===== src/hdl/tcch_pkg.sv =====
// ----------------------------------------------------------------------------
// Text console character handler package
// Screen geometry, character codes, register indexes and the result record.
// ----------------------------------------------------------------------------
`default_nettype none

package tcch_pkg;

    localparam int COLUMNS  = 80;
    localparam int ROWS     = 25;
    localparam int TAB_STOP = 8;

    localparam int ROW_W  = 5;
    localparam int COL_W  = 7;
    localparam int CHAR_W = 8;
    localparam int CLR_W  = 4;

    localparam logic [COL_W-1:0] LAST_COL = COL_W'(COLUMNS - 1);
    localparam logic [ROW_W-1:0] LAST_ROW = ROW_W'(ROWS - 1);

    localparam logic [CHAR_W-1:0] CHAR_BS       = 8'd8;
    localparam logic [CHAR_W-1:0] CHAR_TAB      = 8'd9;
    localparam logic [CHAR_W-1:0] CHAR_LF       = 8'd10;
    localparam logic [CHAR_W-1:0] CHAR_FF       = 8'd12;
    localparam logic [CHAR_W-1:0] CHAR_CR       = 8'd13;
    localparam logic [CHAR_W-1:0] CHAR_PRINT_LO = 8'd32;
    localparam logic [CHAR_W-1:0] CHAR_PRINT_HI = 8'd126;

    typedef enum logic {
        CFG_TEXT_COLOUR       = 1'b0,
        CFG_BACKGROUND_COLOUR = 1'b1
    } t_cfg_index;

    localparam int OUT_W = 48;

    typedef struct packed {
        logic             cursor_moved;
        logic [COL_W-1:0] cursor_col;
        logic [ROW_W-1:0] cursor_row;
        logic             scroll_up;
        logic             clear_screen;
        logic [7:0]       cell_attr;
        logic [6:0]       cell_char;
        logic [COL_W-1:0] cell_col;
        logic [ROW_W-1:0] cell_row;
        logic             cell_write;
    } t_result;

endpackage

`default_nettype wire


===== src/hdl/tcch_cursor.sv =====
// ----------------------------------------------------------------------------
// Text console cursor logic
// Decodes one character against the current cursor and gives the result.
// ----------------------------------------------------------------------------
`default_nettype none

module tcch_cursor (
    input  wire logic [tcch_pkg::CHAR_W-1:0] i_char,
    input  wire logic [tcch_pkg::ROW_W-1:0]  i_row,
    input  wire logic [tcch_pkg::COL_W-1:0]  i_col,
    input  wire logic [7:0]                  i_attr,
    output tcch_pkg::t_result                o_res
);

    logic [tcch_pkg::ROW_W-1:0] row;
    logic [tcch_pkg::COL_W-1:0] col;
    logic [tcch_pkg::ROW_W-1:0] row_down;
    logic                       at_bottom;
    logic [tcch_pkg::COL_W-1:0] tab_base;
    logic [tcch_pkg::COL_W:0]   tab_target;

    always_comb begin
        row = (i_row > tcch_pkg::LAST_ROW) ? tcch_pkg::LAST_ROW : i_row;
        col = (i_col > tcch_pkg::LAST_COL) ? tcch_pkg::LAST_COL : i_col;
        at_bottom = (row == tcch_pkg::LAST_ROW);
        row_down  = at_bottom ? row : row + 1'b1;
        tab_base  = tcch_pkg::COL_W'((32'(col) / tcch_pkg::TAB_STOP) * tcch_pkg::TAB_STOP);
        tab_target = {1'b0, tab_base} + (tcch_pkg::COL_W + 1)'(tcch_pkg::TAB_STOP);

        o_res = '0;
        o_res.cursor_row = row;
        o_res.cursor_col = col;

        priority if (i_char >= tcch_pkg::CHAR_PRINT_LO && i_char <= tcch_pkg::CHAR_PRINT_HI) begin
            o_res.cell_write   = 1'b1;
            o_res.cell_row     = row;
            o_res.cell_col     = col;
            o_res.cell_char    = i_char[6:0];
            o_res.cell_attr    = i_attr;
            o_res.cursor_moved = 1'b1;
            if (col == tcch_pkg::LAST_COL) begin
                o_res.cursor_col = '0;
                o_res.cursor_row = row_down;
                o_res.scroll_up  = at_bottom;
            end else begin
                o_res.cursor_col = col + 1'b1;
            end
        end else if (i_char == tcch_pkg::CHAR_BS) begin
            if (col != '0) begin
                o_res.cursor_col   = col - 1'b1;
                o_res.cursor_moved = 1'b1;
            end
        end else if (i_char == tcch_pkg::CHAR_TAB) begin
            o_res.cursor_moved = 1'b1;
            if (col != tcch_pkg::LAST_COL) begin
                o_res.cursor_col = (tab_target > {1'b0, tcch_pkg::LAST_COL})
                                   ? tcch_pkg::LAST_COL : tab_target[tcch_pkg::COL_W-1:0];
            end
        end else if (i_char == tcch_pkg::CHAR_LF) begin
            o_res.cursor_col   = '0;
            o_res.cursor_row   = row_down;
            o_res.scroll_up    = at_bottom;
            o_res.cursor_moved = 1'b1;
        end else if (i_char == tcch_pkg::CHAR_FF) begin
            o_res.clear_screen = 1'b1;
            o_res.cursor_row   = '0;
            o_res.cursor_col   = '0;
            o_res.cursor_moved = 1'b1;
        end else if (i_char == tcch_pkg::CHAR_CR) begin
            o_res.cursor_col   = '0;
            o_res.cursor_moved = 1'b1;
        end else begin
            o_res.cursor_moved = 1'b0;
        end
    end

endmodule

`default_nettype wire


===== src/hdl/text_console_char_handler.sv =====
// ----------------------------------------------------------------------------
// Text console character handler
// Keeps a text cursor and turns character bytes into console commands.
// ----------------------------------------------------------------------------
// Input stream: one character byte per word on s_axis_tdata.
// Output stream: one result word per input word on m_axis_tdata, carrying the
// cell write, clear and scroll commands and the new cursor position.
// Configuration: i_cfg_valid with i_cfg_index and i_cfg_data writes the text
// colour (index 0) or background colour (index 1); it is always ready.
// The result word of an accepted character is valid in the next cycle.
// Throughput is one character per cycle unless the output stalls; the cursor
// update is one logic pass from the cursor registers to the result register.
// A new character is taken whenever the result register is empty or is being
// read in the same cycle, so a stalled receiver holds the result and blocks
// the input only while that one result waits.
// Reset homes the cursor to row 0, column 0, sets the text colour to 15 and
// the background to 0, and empties the output.
// ----------------------------------------------------------------------------
`default_nettype none

module text_console_char_handler (
    input  wire logic                          i_clk,
    input  wire logic                          i_rst_n,
    input  wire logic                          s_axis_tvalid,
    output logic                               s_axis_tready,
    // tdata: char_code[7:0]
    input  wire logic [tcch_pkg::CHAR_W-1:0]   s_axis_tdata,
    output logic                               m_axis_tvalid,
    input  wire logic                          m_axis_tready,
    // tdata: cell_write[0], cell_row[5:1], cell_col[12:6], cell_char[19:13],
    // cell_attr[27:20], clear_screen[28], scroll_up[29], cursor_row[34:30],
    // cursor_col[41:35], cursor_moved[42], zero[47:43]
    output logic [tcch_pkg::OUT_W-1:0]         m_axis_tdata,
    input  wire logic                          i_cfg_valid,
    output logic                               o_cfg_ready,
    input  wire logic                          i_cfg_index,
    input  wire logic [tcch_pkg::CLR_W-1:0]    i_cfg_data
);

    logic [tcch_pkg::ROW_W-1:0] r_row;
    logic [tcch_pkg::COL_W-1:0] r_col;
    logic [tcch_pkg::CLR_W-1:0] r_text;
    logic [tcch_pkg::CLR_W-1:0] r_back;
    logic                       r_out_valid;
    tcch_pkg::t_result          r_res;
    tcch_pkg::t_result          n_res;
    logic                       in_take;

    assign s_axis_tready = !r_out_valid || m_axis_tready;
    assign in_take       = s_axis_tvalid && s_axis_tready;
    assign o_cfg_ready   = 1'b1;

    tcch_cursor u_cursor (
        .i_char (s_axis_tdata),
        .i_row  (r_row),
        .i_col  (r_col),
        .i_attr ({r_back, r_text}),
        .o_res  (n_res)
    );

    always_ff @(posedge i_clk) begin
        if (!i_rst_n) begin
            r_row       <= '0;
            r_col       <= '0;
            r_text      <= 4'd15;
            r_back      <= '0;
            r_out_valid <= 1'b0;
        end else begin
            if (i_cfg_valid) begin
                unique case (tcch_pkg::t_cfg_index'(i_cfg_index))
                    tcch_pkg::CFG_TEXT_COLOUR:       r_text <= i_cfg_data;
                    tcch_pkg::CFG_BACKGROUND_COLOUR: r_back <= i_cfg_data;
                    default:                         r_text <= r_text;
                endcase
            end
            if (in_take) begin
                r_row       <= n_res.cursor_row;
                r_col       <= n_res.cursor_col;
                r_out_valid <= 1'b1;
            end else if (m_axis_tready) begin
                r_out_valid <= 1'b0;
            end
        end
    end

    always_ff @(posedge i_clk) begin
        if (in_take) begin
            r_res <= n_res;
        end
    end

    assign m_axis_tvalid = r_out_valid;
    assign m_axis_tdata  = {5'd0, r_res};

`ifndef SYNTHESIS
    a_row_in_range: assert property (@(posedge i_clk) disable iff (!i_rst_n)
        r_out_valid |-> (r_res.cursor_row <= tcch_pkg::LAST_ROW
                         && r_res.cursor_col <= tcch_pkg::LAST_COL))
        else $error("cursor left the screen");

    a_scroll_bottom: assert property (@(posedge i_clk) disable iff (!i_rst_n)
        (r_out_valid && r_res.scroll_up) |->
            (r_res.cursor_row == tcch_pkg::LAST_ROW && r_res.cursor_col == '0))
        else $error("scroll without cursor on last row start");

    a_clear_home: assert property (@(posedge i_clk) disable iff (!i_rst_n)
        (r_out_valid && r_res.clear_screen) |->
            (r_res.cursor_row == '0 && r_res.cursor_col == '0 && !r_res.cell_write))
        else $error("clear without cursor home");

    a_state_tracks: assert property (@(posedge i_clk) disable iff (!i_rst_n)
        r_out_valid |-> (r_row == r_res.cursor_row && r_col == r_res.cursor_col))
        else $error("cursor state differs from last result");
`endif

endmodule

`default_nettype wire


===== config.mk =====
export PLATFORM = sky130hd
export DESIGN_NAME = text_console_char_handler
export DESIGN_NICKNAME = d
export VERILOG_FILES = /design/src/hdl/tcch_pkg.sv /design/src/hdl/tcch_cursor.sv /design/src/hdl/text_console_char_handler.sv
export SDC_FILE = /design/constraint.sdc
export NUM_CORES = 1
export LEC_CHECK = 0
export ABC_AREA = 0
export ABC_CLOCK_PERIOD_IN_PS = 2720
export BUFFER_PORTS_ARGS = -buffer_cell sky130_fd_sc_hd__buf_2
export CAP_MARGIN = 5
export CORE_MARGIN = 2
export CORE_UTILIZATION = 50
export DETAILED_ROUTE_END_ITERATION = 12
export GPL_TIMING_DRIVEN = 0
export PLACE_DENSITY = 0.81
export SYNTH_ARGS = -nofsm -noshare
export SYNTH_HDL_FRONTEND = slang
export SYNTH_HIERARCHICAL = 1
export SYNTH_SLANG_ARGS = --single-unit

===== constraint.sdc =====
create_clock -name i_clk -period 2.72 [get_ports i_clk]
set_clock_uncertainty 0.05 [all_clocks]
set_input_delay 0.544 -clock i_clk [delete_from_list [all_inputs] [get_ports i_clk]]
set_output_delay 0.544 -clock i_clk [all_outputs]
set_load 0.05 [all_outputs]

[After elaboration in Yosys (flattened, before gate mapping)]
Cells that the tools add are included.
Operators by class
  $add $sub $neg: 4
  equality and inequality tests: 8
  mux-type cells: 24
  bitwise operators: 1
  reductions and logical operators: 9
  $lt $le $gt $ge: 5
Operators by type and width (count)
  $mux 7: 7
  $eq 8x4->1 const B: 5
  $mux 8: 4
  $mux 13: 2
  $mux 5: 3
  $add 7x4->8 const B: 1
  $ge 8x6->1 const B: 1
  $gt 8x7->1 const B: 1
  $le 8x7->1 const B: 1
  $add 7x1->7 const B: 1
  $eq 7x7->1 const B: 1
  $gt 7x7->1 const B: 1
  $mux 1: 7
  $ne 7x7->1 const B: 1
  $reduce_bool 7->1: 1
  $sub 7x1->7 const B: 1
  $mux 6: 1
  $add 5x1->5 const B: 1
  $eq 5x5->1 const B: 1
  $gt 5x5->1 const B: 1
  $reduce_and 2->1: 2
  $reduce_or 4->1: 1
  $logic_and 1x1->1: 2
  $reduce_bool 2->1: 1
  3 further kinds: 3
Word-level totals
  word-level logic and storage cells: 66
  register bits after elaboration: 64
  bits of input ports: 18

[Depth between registers and ports, before layout]
Gate-level depths: netlist of run 1.
  depth after elaboration: 9
  gate-level depth with buffers: 12
  depth with buffers taken out: 11

[Modules after synthesis]
The synthesis of run 1 kept the hierarchy.
Modules (own cells, without submodules)
  text_console_char_handler: seq. area each 1711.6 µm², cells an instance 141, instances 1, area an instance 2192.1 µm²
  tcch_cursor: seq. area each 0.0 µm², cells an instance 194, instances 1, area an instance 1192.4 µm²

[Worst setup path after synthesis of run 1]
OpenSTA, ideal clock, no wires.
  path type: register to register
  start point: reg r_col[5] (netlist bit)
  end point: reg r_res (netlist bit m_axis_tdata[35]) (data pin)
  cell stages (with the launch flop): 11
  setup slack: 0.239 ns
  arrival time: 2.164 ns
  data required time: 2.403 ns
  clock period less this slack: 2.481 ns
  setup time: 0.267 ns
  path buffers: 1
  cell sequence: dfxtp_1 > buf_2 > o21a_1 > or2_2 > inv_1 > ha_1 > nor4b_2 > nand2_1 > mux2_2 > a21oi_1 > o22ai_1
RTL lines
  from (decl): RTL line text_console_char_handler.sv:41  | logic [tcch_pkg::COL_W-1:0] r_col;
  from (signal assigned): RTL line text_console_char_handler.sv:78  | r_col <= n_res.cursor_col;
  to (signal assigned): RTL line text_console_char_handler.sv:88  | r_res <= n_res;
  to (decl): RTL line text_console_char_handler.sv:45  | tcch_pkg::t_result r_res;

==> impl_metrics.py, run 1 <==
metrics = {
    "outcome": {
        "status": "finished clean",
    },
    "clocking": {
        "clk_pin_slew_ns": 0.07,
        "clock_sinks": 64,
        "clock_path_buffers": 2,
        "cts_max_level": 3,
        "cts-root-buf": "clkbuf_8",
        "holdBufCountCts": 0,
        "cts_tree": "done",
        "clkLatencyLatePin_ns": 0.34,
        "cts-buffers-inserted": 9,
    },
    "sta": {
        "whs_ns": 0.377,
        "worst_pin_slew_ns": 0.590,
        "slew_headroom": 0.607,
        "max_freq_ghz": 0.385,
        "finalSetupViolations": 0,
        "fin_crit_sh": 0.954,
        "setup_ws_ns": 0.125,
        "slew_violations": 0,
        "finalHoldViolations": 0,
        "layout_min_cycle_time_ns": 2.60,
        "rsz0062_at_grt": "true",
    },
    "detailed_routing": {
        "wl_mm": 7.48,
        "drt-vias-per-instance": 5.39,
        "num_vias": 2663,
        "wl_per_cell_um": 15.1,
        "ant_nets": 0,
        "first_pass_iters": 4,
        "dr.first_iter.drc_count": 282,
        "drc": 0,
    },
    "critical_path": {
        "rrSetupSlack_ns": 0.12,
        "path_delay_family": "compound AO/OA/AOI/OAI gates",
        "cp_max_fo": 9,
        "cp.arrival_ns": 2.81,
        "critPathLaunchType": "register",
        "reg2reg_from": "r_col[5]",
        "rr_worst_depth": 12,
        "timing.rr.end": "r_col[2]",
        "cp.required_ns": 2.94,
        "path_buf_inv": 2,
        "cp_cell_sequence": "buf_2 > o21a_4 > nor2_4 > inv_1 > ha_1 > nor3b_1 > or3_4 > a21oi_1 > o21ba_2 > o21ai_2 > nand2_1 > mux2i_1",
        "cp.depth": 12,
        "worstSetupPathType": "register to register",
        "critPathSlowestCell": "or3_4",
        "crit_path_end_kind": "register",
        "cpPeakStageDelay_ns": 0.40,
    },
    "power_and_ir_drop": {
        "total_power_mw": 2.29,
        "ir_drop_v": 0.000299,
        "leakage_nw": 1.75,
        "power_density_nw_per_um2": 560,
    },
    "global_route": {
        "grt_max_degree": 53,
        "gr-total-overflow": 0,
        "grt_pass1_wl_mm": 11.8,
        "grt_antenna_before_repair": 0,
        "track_usage": 0.207,
        "grt_pass1_vias": 2377,
    },
    "worst_hold_path": {
        "min_path_cells": 3,
        "min_from": "i_cfg_data[3]",
        "hold_path.class": "input port to register",
        "min_to": "r_text[3]",
    },
    "synth": {
        "synth.cell_area_sq_um": 3380,
        "synth_ff_type": "edfxtp_1",
        "synth_edf_count": 43,
        "synth-async-reset-ratio": 0,
        "synth_top_cell_by_area": "edfxtp_1",
        "synth.distinct_cells": 57,
        "synth-seq-cells": 64,
        "synth_area_leaders": "edfxtp_1, dfxtp_1, nand2_1, mux2i_1, and2_1",
        "ys_warn_count": 6,
        "ys_seq_area_frac": 0.506,
        "synth_top_area_frac": 0.382,
        "syn_avg_cell_area_sq_um": 10.1,
        "yosys.cell_count.top_type": "nand2_1",
        "ys_top_cells_by_count": "nand2_1, edfxtp_1, nor2_1, dfxtp_1, mux2i_1",
        "syn_inst": 335,
    },
    "placement": {
        "placedCellCount": 477,
        "gp_congestion": 0.915,
        "port-buffer-count": 61,
        "dp_slack_ns": -0.232,
        "hpwlAfterDp_mm": 5.29,
        "placed_area_sq_um": 3800,
    },
    "floorplanning": {
        "die_area_sq_um": 7440,
        "row_count": 29,
        "die_x_um": 86.3,
        "die_y_um": 86.3,
        "ios": 69,
        "core_sq_um": 6460,
        "start_util": 0.524,
    },
    "layout": {
        "fin_cells": 494,
        "layout-drive-gt1-share": 0.281,
        "layout-area-overhead-vs-synth_pct": 20.6,
        "diodes": 0,
        "nets": 438,
        "fin_area_sq_um": 4080,
        "nFillCells": 553,
    },
    "job": {
        "cap_violations": 0,
    },
}
## layer usage
layer,wire length (um),share of wire,track usage
met5,0,0,0
met4,115,0.015,0.0739
met3,430,0.058,0.0457
met2,3450,0.46,0.308
met1,3480,0.47,0.300
## stage by stage
| stage | setup TNS, ns | utilization |
|---|---|---|
| after global routing | -0.0716 | 0.632 |
| after CTS | 0 | 0.623 |
| after detailed placement | -1.06 | 0.589 |
| final | 0 | 0.632 |
| after floorplan | 0 | - |
| after global placement | -0.704 | 0.589 |
## worst max path at each step
stage | endpoint | from | slack [ns]
detailed placement | r_col[2] | r_col[6] | -0.23
CTS | m_axis_tdata[35] | r_col[5] | 0.03
floorplan | m_axis_tdata[35] | r_col[5] | 0.24
global placement | r_col[2] | r_col[6] | -0.17
finish | r_col[2] | r_col[5] | 0.12
global route | r_col[2] | r_col[5] | -0.04
## worst reg2reg max path, stage by stage, from the launching register on
cell     delay (ns)
dfxtp_1        0.31
buf_2          0.17
o21a_4         0.28
nor2_4         0.18
inv_1          0.07
ha_1           0.31
nor3b_1        0.06
or3_4          0.40
a21oi_1        0.14
o21ba_2        0.19
o21ai_2        0.16
nand2_1        0.07
mux2i_1        0.13
## registers in the layout, indices dropped and copies added (netlist names)
| name | count |
|---|---|
| m_axis_tdata | 43 |
| m_axis_tvalid | 1 |
| r_back | 4 |
| r_col | 7 |
| r_row | 5 |
| r_text | 4 |
## what timing repair did
item / in CTS / in global routing
gates cloned: 0 / 0
setup buffers: 0 / 1
pin swaps: 0 / 2
endpoints found under the setup margin: 10 / 9
resized for setup: 11 / 11
## cell usage in the layout, fill, tap and decap left out, types with 7 or more instances in the layout
cell type,n
edfxtp_1,43
buf_4,7
clkbuf_8,9
mux2i_1,18
clkbuf_1,9
dfxtp_1,21
buf_2,68
nor2_1,22
and2_1,16
nand3_1,10
nand2_1,49
a21oi_1,14
inv_1,10
o21ai_0,7
## kinds of logic (layout without fill, tap and decap cells)
logic type / Yosys count / in the layout / share of synthesized area
multiplexers: 19 / 19 / 0.0566
other: 2 / 6 / 0.00222
flip-flops: 64 / 64 / 0.506
buffers and inverters: 39 / 117 / 0.0647
adder cells (fa/ha/maj): 8 / 8 / 0.0296
AND/OR/NAND/NOR: 141 / 141 / 0.217
XOR/XNOR: 8 / 8 / 0.0207
AO/OA/AOI/OAI: 54 / 54 / 0.104
## report_power, final
part | total (mW) | switching, mW | internal, mW
registers | 1.11 | 0.0156 | 1.09
logic | 0.428 | 0.304 | 0.124
clock network | 0.751 | 0.368 | 0.383
total | 2.29 | 0.688 | 1.60
## cell type report
| class | instances | area (sq um) | share of cell area |
|---|---|---|---|
| plain buffers | 28 | 184 | 0.0451 |
| clock buffers | 11 | 153 | 0.0374 |
| clock inverters | 5 | 31.3 | 0.00767 |
| inverters | 11 | 41.3 | 0.0101 |
| multi-input cells | 236 | 1550 | 0.380 |
| flip-flops and latches | 64 | 1710 | 0.420 |
| well taps | 77 | 96.3 | 0.0236 |
| repair buffers | 62 | 313 | 0.0767 |
Power figures use the tool's default switching activity.
==> run 2, diff against run 1 <==
--- a/config.mk
+++ b/config.mk
@@ -14,6 +14,7 @@
 export DETAILED_ROUTE_END_ITERATION = 12
 export GPL_TIMING_DRIVEN = 0
 export PLACE_DENSITY = 0.81
+export SETUP_SLACK_MARGIN = 0.3
 export SYNTH_ARGS = -nofsm -noshare
 export SYNTH_HDL_FRONTEND = slang
 export SYNTH_HIERARCHICAL = 1
==> run 2 against run 1 <==
  * Critical path depth down 1
  * Design area up 9.8%
  * Clock power up 13%
  * Combinational power up 18%
  * First-iteration DRC count up 63%
  * Non-clock buffer count up 21
  * Wire length up 21%
  * Largest cell class is now multi-input gates
  * Count of clock-buffer cells in the layout unchanged
  * Utilization up 6.2 points
  * Global-route usage up 2.6 points
==> impl_metrics.py, run 2 (synthesized netlist as in run 1, its figures left out) <==
metrics = {
    "outcome": {
        "status": "finished clean",
    },
    "floorplanning": {
        "die_y_um": 86.3,
        "die_x_um": 86.3,
        "die_area_sq_um": 7440,
        "row_count": 29,
        "core_sq_um": 6460,
        "start_util": 0.524,
        "ios": 69,
    },
    "critical_path": {
        "crit_path_end_kind": "register",
        "cp_cell_sequence": "buf_6 > o21a_4 > nor2_4 > ha_4 > or4b_4 > o22ai_2 > xor2_1 > nand2_1 > a31oi_4 > nand2_1 > mux2i_1",
        "cp.required_ns": 2.94,
        "critPathLaunchType": "register",
        "cp_common_cell": "nand2_1",
        "cp_max_fo": 5,
        "worstSetupPathType": "register to register",
        "critPathSlowestCell": "or4b_4",
        "cp.arrival_ns": 2.81,
        "cpPeakStageDelay_ns": 0.46,
    },
    "detailed_routing": {
        "wl_per_cell_um": 17.6,
        "drc": 0,
        "drt-vias-per-instance": 5.95,
        "ant_nets": 0,
        "first_pass_iters": 6,
        "num_vias": 3064,
        "wl_mm": 9.05,
        "dr.first_iter.drc_count": 461,
    },
    "placement": {
        "dp_slack_ns": -0.236,
        "port-buffer-count": 61,
        "hpwlAfterDp_mm": 5.46,
        "gp_congestion": 0.946,
    },
    "global_route": {
        "grt_max_degree": 53,
        "track_usage": 0.233,
        "grt_antenna_before_repair": 0,
        "grt_pass1_wl_mm": 13.3,
        "gr-total-overflow": 0,
        "grt_pass1_vias": 2638,
    },
    "clocking": {
        "clock_path_buffers": 2,
        "clkLatencyLatePin_ns": 0.34,
        "cts_tree": "done",
        "clock_sinks": 64,
        "cts-root-buf": "clkbuf_8",
        "cts_max_level": 3,
        "cts-buffers-inserted": 9,
        "clk_pin_slew_ns": 0.07,
    },
    "job": {
        "cap_violations": 0,
    },
    "layout": {
        "layout-drive-gt1-share": 0.372,
        "final_common_cell": "buf_2",
        "layout-area-overhead-vs-synth_pct": 32.3,
        "largest_register_ff_count": 43,
        "nets": 459,
        "final_util": 0.693,
        "diodes": 0,
        "final_cell_mix": "buf_2, nand2_1, edfxtp_1",
    },
    "sta": {
        "max_freq_ghz": 0.386,
        "worst_pin_slew_ns": 0.702,
        "finalSetupViolations": 0,
        "setup_ws_ns": 0.129,
        "finalHoldViolations": 0,
        "fin_crit_sh": 0.952,
        "slew_headroom": 0.528,
        "rsz0062_at_grt": "true",
        "slew_violations": 0,
        "fin_tns_setup_ns": 0,
        "layout_min_cycle_time_ns": 2.59,
    },
    "power_and_ir_drop": {
        "netSwitchingPower_uw": 738,
        "p_int_mw": 1.73,
        "total_power_mw": 2.46,
        "switching_share": 0.299,
        "power_density_nw_per_um2": 550,
        "power.combinational.fraction": 0.205,
        "ir_drop_v": 0.000341,
        "clkPwrFrac": 0.345,
        "seqPwrFrac": 0.450,
        "leakage_nw": 1.90,
    },
    "worst_hold_path": {
        "hold_path.class": "input port to register",
    },
}
run 2: cell types whose count changed in the layout (fill, tap and decap cells not counted), moves of 4 or more:
cell,previous run,this run
ha_4,1,5
a21oi_1,14,9
buf_4,7,28
a21oi_2,0,4
run 2: repair_timing:
action | 4_1_cts | 5_1_grt
buffers inserted | 11 | 11
cloned | 0 | 0
resized for setup | 41 | 23
hold endpoints to repair | 0 | 0
pin swaps | 12 | 18
setup endpoints to repair | 26 | 18
hold buffers | 0 | 0
run 2: cell type report:
| type | count | area [sq um] |
|---|---|---|
| multi-input cells | 236 | 1740 |
| clock inverters | 5 | 53.8 |
| well taps | 77 | 96.3 |
| repair buffers | 83 | 470 |
| clock buffers | 11 | 153 |
| inverters | 11 | 43.8 |
| plain buffers | 28 | 208 |
| flip-flops and latches | 64 | 1720 |
| fillers | 468 | 1980 |
run 2: final timing paths:
path	startpoint	end	slack (ns)	cells past startpoint
worst max-delay path	r_col[4]	r_col[5]	0.13	11
worst min-delay path	i_cfg_data[3]	r_text[3]	0.39	3
worst max register to register	r_col[4]	r_col[5]	0.13	11
worst min register to register	r_col[4]	r_col[4]	0.41	2
run 2: power groups by stage:
stage / Sequential (mW) / Clock (mW) / Combinational [mW]
after floorplan: 1.26 / 0 / 0.186
after global placement: 1.13 / 0 / 0.410
after detailed placement: 1.13 / 0 / 0.417
after CTS: 1.11 / 0.857 / 0.456
after global routing: 1.11 / 0.901 / 0.532
final: 1.11 / 0.850 / 0.506
run 2: stage by stage:
| step | hold WS, ns | cells | area, sq um |
|---|---|---|---|
| 2_1_floorplan | 0.381 | 339 | 3410 |
| 3_3_place_gp | 0.390 | 477 | 3810 |
| 3_5_place_dp | 0.402 | 477 | 3810 |
| 4_1_cts | 0.378 | 504 | 4280 |
| 5_1_grt | 0.398 | 515 | 4480 |
| 6_report | 0.385 | 515 | 4480 |
run 2: worst max-delay path: cells and delay by family (launching register included):
kind                     cells  cell delay, ns
AO/OA/AOI/OAI                3            0.62
XOR/XNOR                     1            0.27
adder cells (fa/ha/maj)      1            0.16
AND/OR/NAND/NOR              4            0.86
buffers and inverters        1            0.11
multiplexers                 1            0.12
flip-flops                   1            0.32
run 2: metal layers:
layer	vias up	share of wire	track usage
met4	0	0.040	0.105
met2	198	0.48	0.360
met5	-	0	0
li1	1377	-	-
met1	1443	0.40	0.313
met3	46	0.081	0.0552
